==> src/ptc_pkg.sv <==
// ----------------------------------------------------------------------------
// ptc_pkg: shared types and constants for the pressure/temperature compensator
// Field widths, derived datapath widths, microcode control word and program ROM.
// ----------------------------------------------------------------------------
`timescale 1ns / 1ps
`default_nettype none

package ptc_pkg;

	localparam int RAW_W      = 24;
	localparam int COEF_W     = 16;
	localparam int CFG_IDX_W  = 3;
	localparam int TEMP_OUT_W = 21;
	localparam int P_OUT_W    = 23;

	localparam int SENS_SHIFT     = 15;
	localparam int OFF_SHIFT      = 17;
	localparam int SENS_TC_SHIFT  = 7;
	localparam int OFF_TC_SHIFT   = 5;
	localparam int TREF_SHIFT     = 7;
	localparam int TEMPSENS_SHIFT = 21;

	localparam int TEMP_BASE   = 2000;
	localparam int PROD_SHIFT  = 21;
	localparam int PRESS_SHIFT = 15;

	function automatic int imax(input int a, input int b);
		return (a > b) ? a : b;
	endfunction

	// dT, signed, and its magnitude (also the multiplier's A width)
	localparam int DT_W    = imax(RAW_W, COEF_W + TREF_SHIFT) + 1;
	localparam int MUL_A_W = DT_W - 1;
	// sensitivity, signed; its magnitude is split into two multiplier halves
	localparam int SENS_W  = imax(COEF_W + SENS_SHIFT, COEF_W + MUL_A_W - SENS_TC_SHIFT) + 2;
	localparam int MUL_B_W = imax(COEF_W, SENS_W / 2);
	localparam int SMAG_W  = 2 * MUL_B_W;
	localparam int PROD_W  = MUL_A_W + MUL_B_W;
	localparam int ACC_W   = PROD_W + MUL_B_W;
	localparam int SP_W    = ACC_W - PROD_SHIFT + 1;
	localparam int OFF_W   = imax(COEF_W + OFF_SHIFT, COEF_W + MUL_A_W - OFF_TC_SHIFT) + 2;
	localparam int DIFF_W  = imax(SP_W, OFF_W) + 1;
	localparam int TEMP_W  = imax(PROD_W - TEMPSENS_SHIFT + 2, TEMP_OUT_W + 1);
	localparam int P_W     = imax(DIFF_W - PRESS_SHIFT + 1, P_OUT_W + 1);

	// register indexes of the configuration port
	localparam logic [CFG_IDX_W-1:0] REG_SENS_COEF      = CFG_IDX_W'(0);
	localparam logic [CFG_IDX_W-1:0] REG_OFFSET_COEF    = CFG_IDX_W'(1);
	localparam logic [CFG_IDX_W-1:0] REG_SENS_TEMPCO    = CFG_IDX_W'(2);
	localparam logic [CFG_IDX_W-1:0] REG_OFFSET_TEMPCO  = CFG_IDX_W'(3);
	localparam logic [CFG_IDX_W-1:0] REG_REF_TEMP_COEF  = CFG_IDX_W'(4);
	localparam logic [CFG_IDX_W-1:0] REG_TEMP_SENS_COEF = CFG_IDX_W'(5);

	localparam int PROG_LEN = 13;
	localparam int STEP_W   = $clog2(PROG_LEN);

	typedef logic [STEP_W-1:0] step_t;

	typedef enum logic [3:0] {
		OP_NOP,
		OP_DT,
		OP_TEMP,
		OP_OFF,
		OP_SENS,
		OP_SNEG,
		OP_ACC_LO,
		OP_ACC_HI,
		OP_SP,
		OP_DIFF,
		OP_OUT
	} op_t;

	typedef enum logic {
		MA_DT,
		MA_PP
	} ma_sel_t;

	typedef enum logic [2:0] {
		MB_NONE,
		MB_TSC,
		MB_OTC,
		MB_STC,
		MB_SLO,
		MB_SHI
	} mb_sel_t;

	typedef enum logic {
		JMP_NONE,
		JMP_SENS_POS
	} jmp_t;

	typedef struct packed {
		op_t     op;
		ma_sel_t ma;
		mb_sel_t mb;
		jmp_t    jmp;
		step_t   tgt;
		logic    last;
	} ctrl_t;

	typedef struct packed {
		logic [COEF_W-1:0] sens_coef;
		logic [COEF_W-1:0] offset_coef;
		logic [COEF_W-1:0] sens_tempco;
		logic [COEF_W-1:0] offset_tempco;
		logic [COEF_W-1:0] ref_temp_coef;
		logic [COEF_W-1:0] temp_sens_coef;
	} cfg_t;

	typedef struct packed {
		logic [TEMP_OUT_W-1:0] temperature;
		logic [P_OUT_W-1:0]    pressure;
		logic                  clipped;
	} res_t;

	// microcode program: one control word per step
	function automatic ctrl_t prog_rom(input step_t s);
		ctrl_t c;
		c.op   = OP_NOP;
		c.ma   = MA_DT;
		c.mb   = MB_NONE;
		c.jmp  = JMP_NONE;
		c.tgt  = '0;
		c.last = 1'b0;
		unique case (s)
			STEP_W'(0): c.op = OP_DT;
			STEP_W'(1): begin
				c.ma = MA_DT;
				c.mb = MB_TSC;
			end
			STEP_W'(2): begin
				c.ma = MA_DT;
				c.mb = MB_OTC;
				c.op = OP_TEMP;
			end
			STEP_W'(3): begin
				c.ma = MA_DT;
				c.mb = MB_STC;
				c.op = OP_OFF;
			end
			STEP_W'(4): c.op = OP_SENS;
			STEP_W'(5): begin
				c.jmp = JMP_SENS_POS;
				c.tgt = STEP_W'(7);
			end
			STEP_W'(6): c.op = OP_SNEG;
			STEP_W'(7): begin
				c.ma = MA_PP;
				c.mb = MB_SLO;
			end
			STEP_W'(8): begin
				c.ma = MA_PP;
				c.mb = MB_SHI;
				c.op = OP_ACC_LO;
			end
			STEP_W'(9):  c.op = OP_ACC_HI;
			STEP_W'(10): c.op = OP_SP;
			STEP_W'(11): c.op = OP_DIFF;
			STEP_W'(12): begin
				c.op   = OP_OUT;
				c.last = 1'b1;
			end
			default: c.last = 1'b1;
		endcase
		return c;
	endfunction

endpackage

`default_nettype wire

==> src/pressure_temp_compensator_top.sv <==
// ----------------------------------------------------------------------------
// pressure_temp_compensator_top: raw pressure/temperature compensation
// The result is loaded by the final program step; a negative sensitivity adds one
// step. A new input is taken only after the program on the shared multiplier ends.
// Reset: async low clears coefficients, last readings and valid flags.
// ----------------------------------------------------------------------------
`timescale 1ns / 1ps
`default_nettype none

module pressure_temp_compensator_top (
	input  wire                                  clk,
	input  wire                                  arst_n,
	// configuration write port
	input  wire                                  cfg_wen,
	input  wire [ptc_pkg::CFG_IDX_W-1:0]         cfg_addr,
	input  wire [ptc_pkg::COEF_W-1:0]            cfg_wdata,
	// input channel
	input  wire                                  in_valid,
	output logic                                 in_ready,
	input  wire                                  sample_kind,
	input  wire [ptc_pkg::RAW_W-1:0]             raw_value,
	// output channel
	output logic                                 out_valid,
	input  wire                                  out_ready,
	output logic signed [ptc_pkg::TEMP_OUT_W-1:0] temperature_centi,
	output logic signed [ptc_pkg::P_OUT_W-1:0]    pressure_out,
	output logic                                 not_ready,
	output logic                                 saturated
);

	// Flow: an input transfer stores the reading as the latest of its kind and
	// starts the microcode program. The program runs dT, temperature, offset,
	// sensitivity and the pressure product on one multiplier, then loads the
	// output register. A new input is taken as soon as the program finishes,
	// even while the previous result still waits in the output register; the
	// final step holds only if that register is still full.

	ptc_pkg::cfg_t                 cfg_q;
	logic [ptc_pkg::RAW_W-1:0]     press_raw_q;
	logic [ptc_pkg::RAW_W-1:0]     temp_raw_q;
	logic                          zero_raw_q;

	logic                          out_valid_q;
	logic [ptc_pkg::TEMP_OUT_W-1:0] temp_out_q;
	logic [ptc_pkg::P_OUT_W-1:0]   press_out_q;
	logic                          not_ready_q;
	logic                          saturated_q;

	logic                          in_xfer;
	logic                          busy;
	logic                          ctrl_en;
	logic                          sens_neg;
	logic                          load_out;
	ptc_pkg::ctrl_t                ctrl;
	ptc_pkg::res_t                 res;

	assign in_ready = !busy;
	assign in_xfer  = in_valid && in_ready;
	assign load_out = ctrl_en && (ctrl.op == ptc_pkg::OP_OUT);

	// Configuration registers; indexes past the list are dropped.
	always_ff @(posedge clk or negedge arst_n) begin
		if (!arst_n) begin
			cfg_q <= '0;
		end else if (cfg_wen) begin
			unique case (cfg_addr)
				ptc_pkg::REG_SENS_COEF:      cfg_q.sens_coef      <= cfg_wdata;
				ptc_pkg::REG_OFFSET_COEF:    cfg_q.offset_coef    <= cfg_wdata;
				ptc_pkg::REG_SENS_TEMPCO:    cfg_q.sens_tempco    <= cfg_wdata;
				ptc_pkg::REG_OFFSET_TEMPCO:  cfg_q.offset_tempco  <= cfg_wdata;
				ptc_pkg::REG_REF_TEMP_COEF:  cfg_q.ref_temp_coef  <= cfg_wdata;
				ptc_pkg::REG_TEMP_SENS_COEF: cfg_q.temp_sens_coef <= cfg_wdata;
				default: ;
			endcase
		end
	end

	// Latest readings: a missing reading counts as zero after reset.
	always_ff @(posedge clk or negedge arst_n) begin
		if (!arst_n) begin
			press_raw_q <= '0;
			temp_raw_q  <= '0;
		end else if (in_xfer) begin
			if (sample_kind) begin
				temp_raw_q <= raw_value;
			end else begin
				press_raw_q <= raw_value;
			end
		end
	end

	// Zero reading marks the result as not ready; computed regardless.
	always_ff @(posedge clk) begin
		if (in_xfer) begin
			zero_raw_q <= (raw_value == '0);
		end
	end

	ptc_seq u_seq (
		.clk      (clk),
		.arst_n   (arst_n),
		.start    (in_xfer),
		.stall    (out_valid_q && !out_ready),
		.sens_neg (sens_neg),
		.busy     (busy),
		.ctrl_en  (ctrl_en),
		.ctrl     (ctrl)
	);

	ptc_dp u_dp (
		.clk       (clk),
		.en        (ctrl_en),
		.ctrl      (ctrl),
		.cfg       (cfg_q),
		.press_raw (press_raw_q),
		.temp_raw  (temp_raw_q),
		.sens_neg  (sens_neg),
		.res       (res)
	);

	// Output register: fill on the last program step, drain on transfer.
	always_ff @(posedge clk or negedge arst_n) begin
		if (!arst_n) begin
			out_valid_q <= 1'b0;
		end else if (load_out) begin
			out_valid_q <= 1'b1;
		end else if (out_ready) begin
			out_valid_q <= 1'b0;
		end
	end

	always_ff @(posedge clk) begin
		if (load_out) begin
			temp_out_q  <= res.temperature;
			press_out_q <= res.pressure;
			not_ready_q <= zero_raw_q;
			saturated_q <= res.clipped;
		end
	end

	assign out_valid         = out_valid_q;
	assign temperature_centi = $signed(temp_out_q);
	assign pressure_out      = $signed(press_out_q);
	assign not_ready         = not_ready_q;
	assign saturated         = saturated_q;

endmodule

`default_nettype wire

==> src/ptc_seq.sv <==
// ----------------------------------------------------------------------------
// ptc_seq: microcode sequencer
// Step counter over the program ROM with one conditional jump and a final hold.
// ----------------------------------------------------------------------------
`timescale 1ns / 1ps
`default_nettype none

module ptc_seq (
	input  wire             clk,
	input  wire             arst_n,
	input  wire             start,
	input  wire             stall,
	input  wire             sens_neg,
	output logic            busy,
	output logic            ctrl_en,
	output ptc_pkg::ctrl_t  ctrl
);

	logic                busy_q;
	ptc_pkg::step_t      step_q;
	logic                hold;
	logic                take_jump;

	assign ctrl      = ptc_pkg::prog_rom(step_q);
	// hold the last step while the result register is still occupied
	assign hold      = stall && ctrl.last;
	assign ctrl_en   = busy_q && !hold;
	assign busy      = busy_q;
	assign take_jump = (ctrl.jmp == ptc_pkg::JMP_SENS_POS) && !sens_neg;

	always_ff @(posedge clk or negedge arst_n) begin
		if (!arst_n) begin
			busy_q <= 1'b0;
			step_q <= '0;
		end else if (start) begin
			busy_q <= 1'b1;
			step_q <= '0;
		end else if (ctrl_en) begin
			if (ctrl.last) begin
				busy_q <= 1'b0;
			end else if (take_jump) begin
				step_q <= ctrl.tgt;
			end else begin
				step_q <= step_q + ptc_pkg::STEP_W'(1);
			end
		end
	end

endmodule

`default_nettype wire

==> src/ptc_dp.sv <==
// ----------------------------------------------------------------------------
// ptc_dp: compensation datapath
// One shared unsigned multiplier, sign/magnitude terms, accumulator and clamps.
// ----------------------------------------------------------------------------
`timescale 1ns / 1ps
`default_nettype none

module ptc_dp (
	input  wire                              clk,
	input  wire                              en,
	input  wire ptc_pkg::ctrl_t              ctrl,
	input  wire ptc_pkg::cfg_t               cfg,
	input  wire [ptc_pkg::RAW_W-1:0]         press_raw,
	input  wire [ptc_pkg::RAW_W-1:0]         temp_raw,
	output logic                             sens_neg,
	output ptc_pkg::res_t                    res
);

	localparam int DT_W    = ptc_pkg::DT_W;
	localparam int MUL_A_W = ptc_pkg::MUL_A_W;
	localparam int MUL_B_W = ptc_pkg::MUL_B_W;
	localparam int SMAG_W  = ptc_pkg::SMAG_W;
	localparam int PROD_W  = ptc_pkg::PROD_W;
	localparam int ACC_W   = ptc_pkg::ACC_W;
	localparam int SENS_W  = ptc_pkg::SENS_W;
	localparam int SP_W    = ptc_pkg::SP_W;
	localparam int OFF_W   = ptc_pkg::OFF_W;
	localparam int DIFF_W  = ptc_pkg::DIFF_W;
	localparam int TEMP_W  = ptc_pkg::TEMP_W;
	localparam int P_W     = ptc_pkg::P_W;
	localparam int TO_W    = ptc_pkg::TEMP_OUT_W;
	localparam int PO_W    = ptc_pkg::P_OUT_W;

	localparam int PRND  = (1 << ptc_pkg::PRESS_SHIFT) - 1;
	localparam int TMAXI = (1 << (TO_W - 1)) - 1;
	localparam int PMAXI = (1 << (PO_W - 1)) - 1;
	localparam logic signed [TEMP_W-1:0] T_MAX_C = TEMP_W'(TMAXI);
	localparam logic signed [TEMP_W-1:0] T_MIN_C = TEMP_W'(-TMAXI - 1);
	localparam logic signed [P_W-1:0]    P_MAX_C = P_W'(PMAXI);
	localparam logic signed [P_W-1:0]    P_MIN_C = P_W'(-PMAXI - 1);

	logic [MUL_A_W-1:0]        dt_mag_q;
	logic                      dt_neg_q;
	logic [PROD_W-1:0]         prod_q;
	logic signed [TEMP_W-1:0]  temp_q;
	logic signed [OFF_W-1:0]   off_q;
	logic signed [SENS_W-1:0]  sens_q;
	logic [SMAG_W-1:0]         smag_q;
	logic [ACC_W-1:0]          acc_q;
	logic signed [SP_W-1:0]    sp_q;
	logic signed [DIFF_W-1:0]  diff_q;

	logic signed [DT_W-1:0]    dt_c;
	logic [MUL_A_W-1:0]        mul_a;
	logic [MUL_B_W-1:0]        mul_b;
	logic signed [TEMP_W-1:0]  t_term;
	logic signed [TEMP_W-1:0]  temp_c;
	logic signed [OFF_W-1:0]   o_base;
	logic signed [OFF_W-1:0]   o_term;
	logic signed [OFF_W-1:0]   off_c;
	logic signed [SENS_W-1:0]  s_base;
	logic signed [SENS_W-1:0]  s_term;
	logic signed [SENS_W-1:0]  sens_c;
	logic signed [SP_W-1:0]    sp_mag;
	logic signed [DIFF_W-1:0]  diff_adj;
	logic signed [DIFF_W-1:0]  p_shr;
	logic signed [P_W-1:0]     p_c;

	assign dt_c = $signed(DT_W'(temp_raw))
		- $signed(DT_W'(cfg.ref_temp_coef) << ptc_pkg::TREF_SHIFT);

	// temperature-dependent terms: magnitude product, then sign of dT
	assign t_term = $signed(TEMP_W'(prod_q >> ptc_pkg::TEMPSENS_SHIFT));
	assign temp_c = TEMP_W'(ptc_pkg::TEMP_BASE) + (dt_neg_q ? -t_term : t_term);

	assign o_base = $signed(OFF_W'(cfg.offset_coef) << ptc_pkg::OFF_SHIFT);
	assign o_term = $signed(OFF_W'(prod_q >> ptc_pkg::OFF_TC_SHIFT));
	assign off_c  = o_base + (dt_neg_q ? -o_term : o_term);

	assign s_base = $signed(SENS_W'(cfg.sens_coef) << ptc_pkg::SENS_SHIFT);
	assign s_term = $signed(SENS_W'(prod_q >> ptc_pkg::SENS_TC_SHIFT));
	assign sens_c = s_base + (dt_neg_q ? -s_term : s_term);

	assign sens_neg = sens_q[SENS_W-1];
	assign sp_mag   = $signed(SP_W'(acc_q >> ptc_pkg::PROD_SHIFT));

	// divide by 2^PRESS_SHIFT rounding toward zero
	assign diff_adj = diff_q + (diff_q[DIFF_W-1] ? DIFF_W'(PRND) : DIFF_W'(0));
	assign p_shr    = diff_adj >>> ptc_pkg::PRESS_SHIFT;
	assign p_c      = P_W'(p_shr);

	always_comb begin
		mul_a = (ctrl.ma == ptc_pkg::MA_PP) ? MUL_A_W'(press_raw) : dt_mag_q;
		unique case (ctrl.mb)
			ptc_pkg::MB_TSC: mul_b = MUL_B_W'(cfg.temp_sens_coef);
			ptc_pkg::MB_OTC: mul_b = MUL_B_W'(cfg.offset_tempco);
			ptc_pkg::MB_STC: mul_b = MUL_B_W'(cfg.sens_tempco);
			ptc_pkg::MB_SLO: mul_b = smag_q[MUL_B_W-1:0];
			ptc_pkg::MB_SHI: mul_b = smag_q[SMAG_W-1:MUL_B_W];
			default:         mul_b = '0;
		endcase
	end

	always_comb begin
		res.clipped = 1'b0;
		if (temp_q < T_MIN_C) begin
			res.temperature = T_MIN_C[TO_W-1:0];
			res.clipped     = 1'b1;
		end else if (temp_q > T_MAX_C) begin
			res.temperature = T_MAX_C[TO_W-1:0];
			res.clipped     = 1'b1;
		end else begin
			res.temperature = temp_q[TO_W-1:0];
		end
		if (p_c < P_MIN_C) begin
			res.pressure = P_MIN_C[PO_W-1:0];
			res.clipped  = 1'b1;
		end else if (p_c > P_MAX_C) begin
			res.pressure = P_MAX_C[PO_W-1:0];
			res.clipped  = 1'b1;
		end else begin
			res.pressure = p_c[PO_W-1:0];
		end
	end

	always_ff @(posedge clk) begin
		if (en) begin
			prod_q <= PROD_W'(mul_a) * PROD_W'(mul_b);
			case (ctrl.op)
				ptc_pkg::OP_DT: begin
					dt_neg_q <= dt_c[DT_W-1];
					dt_mag_q <= dt_c[DT_W-1] ? MUL_A_W'(-dt_c) : MUL_A_W'(dt_c);
				end
				ptc_pkg::OP_TEMP: temp_q <= temp_c;
				ptc_pkg::OP_OFF:  off_q  <= off_c;
				ptc_pkg::OP_SENS: begin
					sens_q <= sens_c;
					smag_q <= SMAG_W'(sens_c);
				end
				ptc_pkg::OP_SNEG:   smag_q <= SMAG_W'(-sens_q);
				ptc_pkg::OP_ACC_LO: acc_q  <= ACC_W'(prod_q);
				ptc_pkg::OP_ACC_HI: acc_q  <= acc_q + (ACC_W'(prod_q) << MUL_B_W);
				ptc_pkg::OP_SP:     sp_q   <= sens_neg ? -sp_mag : sp_mag;
				ptc_pkg::OP_DIFF:   diff_q <= DIFF_W'(sp_q) - DIFF_W'(off_q);
				default: ;
			endcase
		end
	end

endmodule

`default_nettype wire

==> config.mk <==
export PLATFORM = sky130hd
export DESIGN_NAME = pressure_temp_compensator_top
export DESIGN_NICKNAME = d
export VERILOG_FILES = /design/src/ptc_pkg.sv /design/src/pressure_temp_compensator_top.sv /design/src/ptc_seq.sv /design/src/ptc_dp.sv
export SDC_FILE = /design/constraint.sdc
export NUM_CORES = 2
export LEC_CHECK = 0
export ABC_CLOCK_PERIOD_IN_PS = 10300
export BUFFER_PORTS_ARGS = -buffer_cell sky130_fd_sc_hd__buf_2
export CAP_MARGIN = 15
export CORE_MARGIN = 8
export CORE_UTILIZATION = 60
export DETAILED_ROUTE_END_ITERATION = 7
export PLACE_DENSITY = 0.89
export SYNTH_ARGS = -nofsm -noshare
export SYNTH_HDL_FRONTEND = slang
export SYNTH_HIERARCHICAL = 1
export SYNTH_SLANG_ARGS = --single-unit
==> constraint.sdc <==
create_clock -name clk -period 10.3 [get_ports clk]
set_clock_uncertainty 0.1 [all_clocks]
set_input_delay 0 -clock clk [delete_from_list [all_inputs] [get_ports clk]]
set_output_delay 0 -clock clk [all_outputs]
set_load 0.02 [all_outputs]
==> summary.txt <==
Worst setup path
  • Crit Reg-Reg Startpoint: u_seq/step_q[0]
  • CP endpoint kind: flop
  • Worst setup path start: u_seq/step_q[0]
  • Top cell by count, worst path: sky130_fd_sc_hd__fa_1
  • Buf+Inv Stages, Crit Path: 4
  • Path type of the worst setup path: reg2reg
  • Slowest-stage cell, CP: sky130_fd_sc_hd__and3b_1
  • CP Data Required Time: ~11,000 ps
  • Type of element launching the critical path: flop
  • Largest stage delay, worst path: 650 ps
  • Crit path max-delay family: adder cells
  • Worst endpoint data arrival time: about 9500 ps
  • Worst Path Max Fanout: 16

STA
  • Slew @ Worst Pin: roughly 1300 ps
  • Worst slew margin: 13.1%
  • Setup repair after global routing missed its margin: no
  • Setup TNS: 0 ps
  • Fin crit share: 89.5%
  • Final Hold Vio Count: 0
  • Final critical-path setup slack: 1080 ps
  • Highest Clock Rate: ~110 MHz
  • Minimum clock period: between 9000 and 10,000 ps
  • Final number of max-transition violations: 0
  • Final setup vio count: 0

Drt
  • Overall via count from detail_route: 34,477
  • 1st-iter DRT viols: approximately 4,200
  • Count of antenna-violating nets left after detailed routing: 0
  • DRC violation count after routing: 0
  • Vias per cell: between 6 and 7
  • Wire length after detailed routing: 126 mm
  • Detail-routed net length per standard cell: 23.2 um
  • First-pass DRT Iterations: 7

Cells and area
  • Net count of the finished layout: ~5,100
  • Count of fill cells added during filler insertion: 5,103
  • Area grow syn2layout: 9.38%
  • Share of layout cells above drive strength 1: 10.0%

Die
  • Core area: approximately 0.071 sq mm
  • Die H: 284 um
  • Die width: 284 um
  • Placement row count: 98
  • Count of boundary I/O pins: 97
  • Die ar.: 0.0809 sq mm
  • Initial Utilization: around 61%

Global routing
  • Vias in the first global route: 35,370
  • Largest net degree at the start of global routing: 83
  • Global route overflow: 0
  • Antenna violations before repair: 5
  • Total Routing Usage GR: a little under a third
  • First-pass GRT wire length: 196 mm

Place
  • Count of input and output buffers: 96
  • Routability-driven placement congestion ratio: about 1
  • Half-perimeter wire length after detailed placement: ~91 mm
  • Worst slack at placement: ~1400 ps

Clock tree
  • Num CTS Buffers: between 50 and 60
  • Maximum level of the CTS H-tree: 2
  • Clock-pin slew reported for the worst setup and hold paths after clock tree synthesis: ~70 ps
  • Cell at the root of the clock tree: sky130_fd_sc_hd__clkbuf_16
  • Max Buffers Root-to-Sink: 3
  • Number of sinks on the clock net: between 500 and 600
  • Insertion delay to the later sink of the worst-skew pair: about 640 ps
  • CTS tree: yes

Worst hold path
  • Hold Path Origin: raw_value[12]
  • Type of the tightest min-delay check: in2reg

Synth
  • Count of mapped cells out of synthesis: around 4,300
  • Synthesis Warnings: 6
  • Average cell area after synthesis: ~9.9 sq um
  • Synth Net Count: 4,993
  • Combined area of all synthesized cells: 0.0432 sq mm

Outcome
  • Result of the run: finished, final reports clean

Job
  • Max cap viols: 0
==> stage by stage <==
stage	hold WS (ps)	util, %	cells	area [sq um]
2_1_floorplan	-396	-	4343	43200
3_3_place_gp	-57.1	62.6	5278	44700
3_5_place_dp	-47.3	62.6	5278	44700
4_1_cts	38.8	66.1	5431	47200
5_1_grt	90.3	66.2	5435	47300
6_report	80.3	66.2	5435	47300
==> worst min-delay path, cell delays in order <==
cell	delay [ps]
sky130_fd_sc_hd__dlygate4sd3_1	520
sky130_fd_sc_hd__buf_2	120
sky130_fd_sc_hd__mux2_2	140
==> final cells by class <==
class	count	area [sq um]	share of cell area, %
Antenna cell	2	5.00	0.0106
Clock buffer	61	1390	2.94
Clock inverter	36	538	1.14
Inverter	510	1910	4.05
Multi-Input combinational cell	3148	26100	55.2
Sequential cell	509	14500	30.8
Tap cell	950	1190	2.51
Timing Repair Buffer	219	1610	3.40
==> state kept, by name (all words and copies together), names as in the netlist, 4 cells and up <==
name / flops
u_dp/temp_q: 22
u_dp/dt_mag_q: 24
u_dp/prod_q: 41
u_dp/smag_q: 34
u_dp/diff_q: 39
u_dp/sp_q: 38
cfg_q: 96
u_dp/sens_q: 35
pressure_out: 23
u_seq/step_q: 4
u_dp/acc_q: 41
press_raw_q: 24
temperature_centi: 21
u_dp/off_q: 37
temp_raw_q: 24
==> routing by layer <==
layer,track usage (%),wire [um],vias up
met5,0,27,-
met4,23.0,11900,4
met3,8.31,14700,800
met2,48.3,56600,2295
met1,35.6,43100,16442
li1,-,-,14936
==> timing repair <==
item                                    in CTS  in global routing
hold endpoints to repair                   220                  0
setup buffers                                0                  0
resized for setup                            0                  0
endpoints found under the setup margin       0                  0
hold buffers                                56                  0
==> cells in the final DEF (no fill, tap or decap), drive strengths merged, types with 36 or more instances in the layout <==
master / instances
a21o: 64
buf: 164
xnor2: 226
nor3: 60
ha: 267
dlygate4sd3: 55
nor2: 329
fa: 334
mux2i: 45
nand3: 45
edfxtp: 359
nand2: 525
inv: 513
a21oi: 156
mux2: 171
dfrtp: 150
o21ai: 236
clkbuf: 61
nand2b: 36
xor2: 131
==> worst paths after layout <==
path	to	slack (ps)	cells past startpoint
max in group asynchronous	cfg_q[73]	9030	5
setup reg to reg	u_dp/prod_q[40]	1080	26
setup / recovery	u_dp/prod_q[40]	1080	26
hold / removal	temp_raw_q[12]	80	3
min in group asynchronous	temp_raw_q[15]	380	4
hold reg to reg	not_ready	390	0
Power is not shown: default switching activity piles up to over one toggle a cycle in this logic, so the estimate is an artifact.
